[config.mk]
export PLATFORM = sky130hd
export DESIGN_NAME = lirs_fifo
export DESIGN_NICKNAME = d
export VERILOG_FILES = /design/src/rtl/core/lirs_fifo.sv
export SDC_FILE = /design/constraint.sdc
export NUM_CORES = 1
export LEC_CHECK = 0
export ABC_AREA = 1
export BUFFER_PORTS_ARGS = -buffer_cell sky130_fd_sc_hd__buf_4
export CORE_ASPECT_RATIO = 1.5
export CORE_MARGIN = 2
export CORE_UTILIZATION = 40
export CTS_CLUSTER_SIZE = 25
export DETAILED_ROUTE_END_ITERATION = 8
export SLEW_MARGIN = 5
export SYNTH_ARGS = -nofsm -noshare
export SYNTH_HDL_FRONTEND = slang
export SYNTH_SLANG_ARGS = --single-unit
[constraint.sdc]
create_clock -name clk -period 9.5 [get_ports clk]
set_clock_uncertainty 0.15 [all_clocks]
set_input_delay 0.475 -clock clk [delete_from_list [all_inputs] [get_ports clk]]
set_output_delay 0.475 -clock clk [all_outputs]
set_load 0.01 [all_outputs]
[src/rtl/core/lirs_fifo.sv]
// Short register queue between the filter front end and the interpolator.
// No dependencies.
module lirs_fifo #(
  parameter int WIDTH = 64,
  parameter int DEPTH = 2
) (
  input  logic             clk,
  input  logic             rst,
  input  logic             push,
  input  logic [WIDTH-1:0] wdata,
  input  logic             pop,
  output logic [WIDTH-1:0] rdata,
  output logic             full,
  output logic             empty
);

  localparam int PW = (DEPTH > 1) ? $clog2(DEPTH) : 1;
  localparam int CW = $clog2(DEPTH + 1);

  logic [WIDTH-1:0] mem [DEPTH];
  logic [PW-1:0]    wptr;
  logic [PW-1:0]    rptr;
  logic [CW-1:0]    count;

  always_ff @(posedge clk) begin
    if (rst) begin
      wptr  <= '0;
      rptr  <= '0;
      count <= '0;
    end else begin
      if (push) begin
        mem[wptr] <= wdata;
        wptr      <= (wptr == PW'(DEPTH - 1)) ? '0 : wptr + PW'(1);
      end
      if (pop) begin
        rptr <= (rptr == PW'(DEPTH - 1)) ? '0 : rptr + PW'(1);
      end
      if (push && !pop) begin
        count <= count + CW'(1);
      end else if (pop && !push) begin
        count <= count - CW'(1);
      end
    end
  end

  assign rdata = mem[rptr];
  assign full  = (count == CW'(DEPTH));
  assign empty = (count == '0);

  a_no_overflow: assert property (@(posedge clk) disable iff (rst) full |-> !push)
    else $error("queue written while full");
  a_no_underflow: assert property (@(posedge clk) disable iff (rst) empty |-> !pop)
    else $error("queue read while empty");

endmodule

==> impl_metrics.py, run 1 <==
metrics = {
    "clock_network": {
        "numCtsBuffers": 17,
        "clkTransAtPathRegs_ps": 50,
        "holdBufCountCts": 0,
        "cts_root_buffer": "clkbuf_16",
        "cts_tree": "done",
        "clk_latency_ps": 400,
        "htreeDepth": 4,
        "post_cts_buffers": 0,
        "cts.sinks": 133,
        "cts_resized": 0,
        "clock_path_buffers": 2,
    },
    "worst_setup_path": {
        "worstSetupStartpointType": "flip-flop",
        "worstPathArrival_ps": 2330,
        "reg2reg_from": "wptr$_SDFFE_PP0P_",
        "crit_required_ps": 8880,
        "critPathCaptureType": "primary output",
        "crit_type": "flip-flop to primary output",
        "crit_path_max_fanout": 33,
    },
    "power": {
        "p_leak_nw": 2.71,
        "p_sw_share_pct": 19.6,
        "internal_power_mw": 1.19,
        "seq_power_share_pct": 46.0,
        "ir_drop_mv": 0.123,
        "pwr-share-comb_pct": 9.9,
        "total_power_mw": 1.48,
        "power_switching_uw": 289,
        "clkPwrFrac_pct": 44.1,
        "power_density_mw_per_mm2": 216,
    },
    "hold_path": {
        "min_path_type": "input port to flip-flop",
        "min_from": "wdata[5]",
    },
    "logic_synthesis": {
        "synth.most_common_cell": "edfxtp_1",
        "syn_area_per_cell_um2": 22.1,
        "synth-seq-area-share_pct": 76.5,
        "synth_edf_count": 128,
        "synthTopCellsByCount": "edfxtp_1 (128), mux2_4 (60), inv_1 (9)",
        "synth.largest_area_cell": "edfxtp_1",
        "synth_seq_cells": 133,
        "synth_nets": 302,
        "ys.warnings.count": 0,
        "synth_cells": 233,
        "synth_area_mm2": 0.00515,
        "ys_top_cells_by_area": "edfxtp_1 (75%), mux2_4 (17%), buf_12 (2.3%)",
        "synth_top_area_share_pct": 74.6,
        "synth_cell_types": 16,
        "synthArstFlopShare_pct": 0,
        "ys.flop_type": "edfxtp_1",
    },
    "floorplan": {
        "rows": 50,
        "ios": 134,
        "initial_core_util_pct": 41.2,
        "design.core.area_mm2": 0.0125,
        "die_w_um": 96.7,
        "fp.dieH_um": 143,
        "die_area_mm2": 0.0138,
    },
    "global_routing": {
        "grt_pass1_wl_um": 13700,
        "antenna_found_initial": 0,
        "grt_pass1_vias": 2694,
        "gr-usage-all-layers_pct": 13.3,
        "grt_overflow": 0,
        "grt_max_degree": 40,
    },
    "timing": {
        "period_share_pct": 31.1,
        "tightest_slew_ps": 784,
        "fmax_mhz": 338,
        "fin_tns_setup_ps": 0,
        "relSlewSlack_pct": 47.6,
        "hold_viol_final": 0,
        "setup_viol": 0,
        "rsz0062_at_grt": "false",
        "fin_ws_ps": 6540,
        "fin_crit_ps": 2960,
        "finalMaxSlewViolations": 0,
    },
    "place": {
        "pre_cts_ws_ps": 6920,
        "gp_congestion": 0.691,
        "hpwl_um": 5880,
        "io_buffer_count": 133,
    },
    "run_status": {
        "outcome": "finished, final reports clean",
    },
    "cells_and_area": {
        "antennaDiodeCount": 0,
        "nNetsFinal": 451,
        "num-fill-cells": 1038,
        "fin_util_pct": 54.8,
        "area_delta_synth_final_pct": 33.1,
        "drive_gt1_share_pct": 58.6,
    },
    "routing": {
        "drt_iter0_drc": 64,
        "drc_errors": 0,
        "wl_per_cell_um": 16.2,
        "vias": 2547,
        "via_per_inst": 4.63,
        "wirelength_um": 8930,
        "ant_nets": 0,
        "first_pass_iters": 4,
    },
    "flow_run": {
        "maxCapViolations": 0,
    },
}
## routing by layer
layer  up-vias  track usage, %  part of all wire, %
li1       1198               -                    -
met1      1263            13.2                   36
met2        77            24.0                   57
met3         9            5.29                  5.8
met4         0            6.45                  1.5
met5         -               0                    0
## cell usage in the layout (no fill, tap or decap)
master | netlist | layout
a21oi_1 | 2 | 2
buf_4 | 0 | 137
bufinv_16 | 0 | 4
clkbuf_1 | 0 | 3
clkbuf_16 | 0 | 17
clkinv_1 | 0 | 1
clkinv_2 | 0 | 4
clkinvlp_4 | 0 | 2
dfxtp_1 | 5 | 4
dfxtp_4 | 0 | 1
edfxtp_1 | 128 | 128
ha_1 | 1 | 1
inv_1 | 9 | 9
mux2_2 | 4 | 4
mux2_4 | 60 | 60
nand2_1 | 6 | 6
nand3_1 | 1 | 1
nand4_1 | 1 | 1
nor2_1 | 6 | 5
nor2_4 | 0 | 1
nor3_2 | 0 | 1
o21ai_0 | 1 | 1
xnor2_1 | 1 | 1
## cells by family after synthesis
family	Yosys count	share of synthesized area, %
AO/OA/AOI/OAI	3	0.291
XOR/XNOR	1	0.170
adder cells (fa/ha/maj)	1	0.243
buffers and inverters	16	3.21
flip-flops	133	76.5
multiplexers	64	18.4
AND/OR/NAND/NOR	15	1.19
## sequential cells by signal (all words and copies together), names as in the netlist, named ones only
signal	flops
rptr	1
wptr	1
mem	128
count	2
## per-stage QoR
step	cell area [um2]	hold WS, ps	instances
after floorplan	5150	287	233
after global placement	6260	299	519
after detailed placement	6260	305	519
after CTS	6860	85.9	550
after global routing	6860	80.9	550
final	6860	106	550
## power by group through the flow
stage,clock network [mW],registers [mW],logic [mW]
6_report,0.652,0.679,0.147
3_5_place_dp,0,0.692,0.150
3_3_place_gp,0,0.690,0.148
2_1_floorplan,0,0.685,0.0928
4_1_cts,0.669,0.680,0.150
5_1_grt,0.696,0.682,0.158
## area by class of cell
class                   count  area (um2)  share of cell area (%)
multi-input cells          84        1060                    15.4
well taps                 156         195                    2.85
clock inverters            11         159                    2.32
repair buffers            137        1030                    15.0
clock buffers              20         437                    6.37
inverters                   9        33.8                   0.493
flip-flops and latches    133        3950                    57.6
## critical path: stages (launching register included)
cell and delay [ps]:
dfxtp_4 750, buf_4 620, mux2_2 400, buf_4 140
## path summary, 6_finish.rpt
check,end,slack (ps),depth (start not counted)
hold / removal,mem[0][5]$_DFFE_PP_,110,1
setup reg to reg,mem[0][26]$_DFFE_PP_,7270,4
hold reg to reg,wptr$_SDFFE_PP0P_,310,2
setup / recovery,rdata[47],6540,3
(Power assumes the default switching activity.)
==> run 2, diff against run 1 <==
clock period = 2.95 ns   (was 9.5 ns; I/O delays follow)
==> run 2 against run 1 <==
Wire length grew 6.5%; die area is the same; worst setup slack lost 5800 ps; critical path depth is the same; cell area grew 10%; critical endpoint is now rdata[43].
==> impl_metrics.py, run 2 (synthesis results as in run 1) <==
metrics = {
    "timing": {
        "fmax_mhz": 457,
        "tightest_slew_ps": 528,
        "setup_viol": 0,
        "fin_hold_ws_ps": 309,
        "finalMaxSlewViolations": 0,
        "rsz0062_at_grt": "false",
        "relSlewSlack_pct": 64.8,
        "period_share_pct": 74.3,
        "fin_crit_ps": 2190,
        "fin_tns_setup_ps": 0,
        "hold_viol_final": 0,
    },
    "flow_run": {
        "maxCapViolations": 0,
    },
    "worst_setup_path": {
        "r2r_slack_ps": 1340,
        "reg2reg_from": "wptr$_SDFFE_PP0P_",
        "worstSetupStartpointType": "flip-flop",
        "crit_required_ps": 2650,
        "worstPathArrival_ps": 1890,
        "crit_path_max_fanout": 28,
        "r2r-end": "mem[0][33]$_DFFE_PP_",
        "crit_type": "flip-flop to primary output",
        "worstRegToRegCells": 4,
        "critPathCaptureType": "primary output",
    },
    "cells_and_area": {
        "area_delta_synth_final_pct": 46.4,
        "regArea_mm2": 0.00395,
        "antennaDiodeCount": 0,
        "largest_reg_flops": 128,
        "final_common_cell": "buf_4",
        "num-fill-cells": 967,
        "fin_util_pct": 60.3,
        "layout_common_cells": "buf_4 (138), edfxtp_1 (128), dlygate4sd3_1 (68)",
        "top_register": "mem",
        "drive_gt1_share_pct": 49.8,
        "multi_input_area_mm2": 0.00106,
        "top_regs": "mem (128), count (2)",
        "stdcell_area_mm2": 0.00754,
        "nNetsFinal": 521,
        "fin_cells": 620,
    },
    "clock_network": {
        "numCtsBuffers": 17,
        "clkTransAtPathRegs_ps": 50,
        "cts_resized": 0,
        "clk_latency_ps": 400,
        "cts.sinks": 133,
        "clock_path_buffers": 2,
        "htreeDepth": 4,
        "post_cts_buffers": 0,
        "cts_root_buffer": "clkbuf_16",
        "cts_tree": "done",
    },
    "hold_path": {
        "worstHoldEndpoint": "mem[0][13]$_DFFE_PP_",
        "min_from": "wdata[13]",
        "min_path_type": "input port to flip-flop",
        "min_path_cells": 2,
    },
    "routing": {
        "met2WireLength_um": 5350,
        "drt_iter0_drc": 130,
        "ant_nets": 0,
        "met1_length_um": 3460,
        "first_pass_iters": 6,
        "wirelength_um": 9510,
        "drc_errors": 0,
        "top_layer": "met4",
        "via_per_inst": 4.51,
        "vias": 2798,
        "wl_per_cell_um": 15.3,
        "routed-wl-met3_um": 390,
    },
    "floorplan": {
        "rows": 50,
        "die_w_um": 96.7,
        "die_area_mm2": 0.0138,
        "initial_core_util_pct": 41.2,
        "ios": 134,
        "design.core.area_mm2": 0.0125,
        "fp.dieH_um": 143,
    },
    "global_routing": {
        "grt_overflow": 0,
        "grt_pass1_wl_um": 14700,
        "gr-usage-all-layers_pct": 14.2,
        "grt_max_degree": 40,
        "antenna_found_initial": 0,
        "grt_pass1_vias": 2961,
    },
    "run_status": {
        "outcome": "finished, final reports clean",
    },
    "place": {
        "place_area_mm2": 0.00629,
        "io_buffer_count": 133,
        "gp_congestion": 0.709,
        "hpwl_um": 6030,
        "dp.cells": 521,
    },
    "power": {
        "power_density_mw_per_mm2": 631,
        "p_leak_nw": 3.01,
        "ir_drop_mv": 0.422,
    },
}
run 2: cell count changes in the layout (fill, tap and decap cells not counted), sizes merged:
cell	before	now
buf	137	139
dlygate4sd3	0	68
clkbuf	20	18
clkinvlp	2	1
bufinv	4	3
clkinv	5	9
run 2: what timing repair did:
item,in CTS,in global routing
hold buffers,68,0
endpoints found under the hold margin,133,0
endpoints found under the setup margin,0,0
run 2: layout make-up:
class,instances,share of cell area [%]
clock inverter,13,1.86
multi-input combinational,84,14.1
sequential,133,52.3
timing repair buffer,207,23.0
tap,156,2.59
clock buffer,18,5.69
inverter,9,0.448
run 2: stage by stage:
stage | worst slack (ps) | power [mW]
after global placement | 1140 | 2.70
after global routing | 644 | 4.92
after detailed placement | 1140 | 2.72
final | 760 | 4.76
after floorplan | 237 | 2.50
after CTS | 696 | 4.82
run 2: worst max-delay path: stages (launching register included):
cell and delay (ps):
dfxtp_4 680, buf_12 300, mux2_4 330, buf_4 150
run 2: worst max path at each step:
stage	depth (start not counted)	to	startpoint
after global routing	3	rdata[56]	flip-flop
after floorplan	3	mem[0][0]$_DFFE_PP_	wptr$_SDFFE_PP0P_
after detailed placement	3	rdata[41]	flip-flop
after CTS	3	rdata[41]	flip-flop
final	3	rdata[43]	flip-flop
after global placement	3	rdata[41]	flip-flop
run 2: metal layers:
layer / up-vias / track usage (%)
met4: 0 / 9.49
li1: 1336 / -
met5: - / 0
met2: 86 / 25.5
met1: 1357 / 14.3
met3: 19 / 3.72
run 2: power breakdown:
part	switching (mW)	internal, mW	total [mW]
sequential	0.0370	2.15	2.18
combinational	0.212	0.349	0.561
clock	0.713	1.30	2.02
total	0.962	3.80	4.76
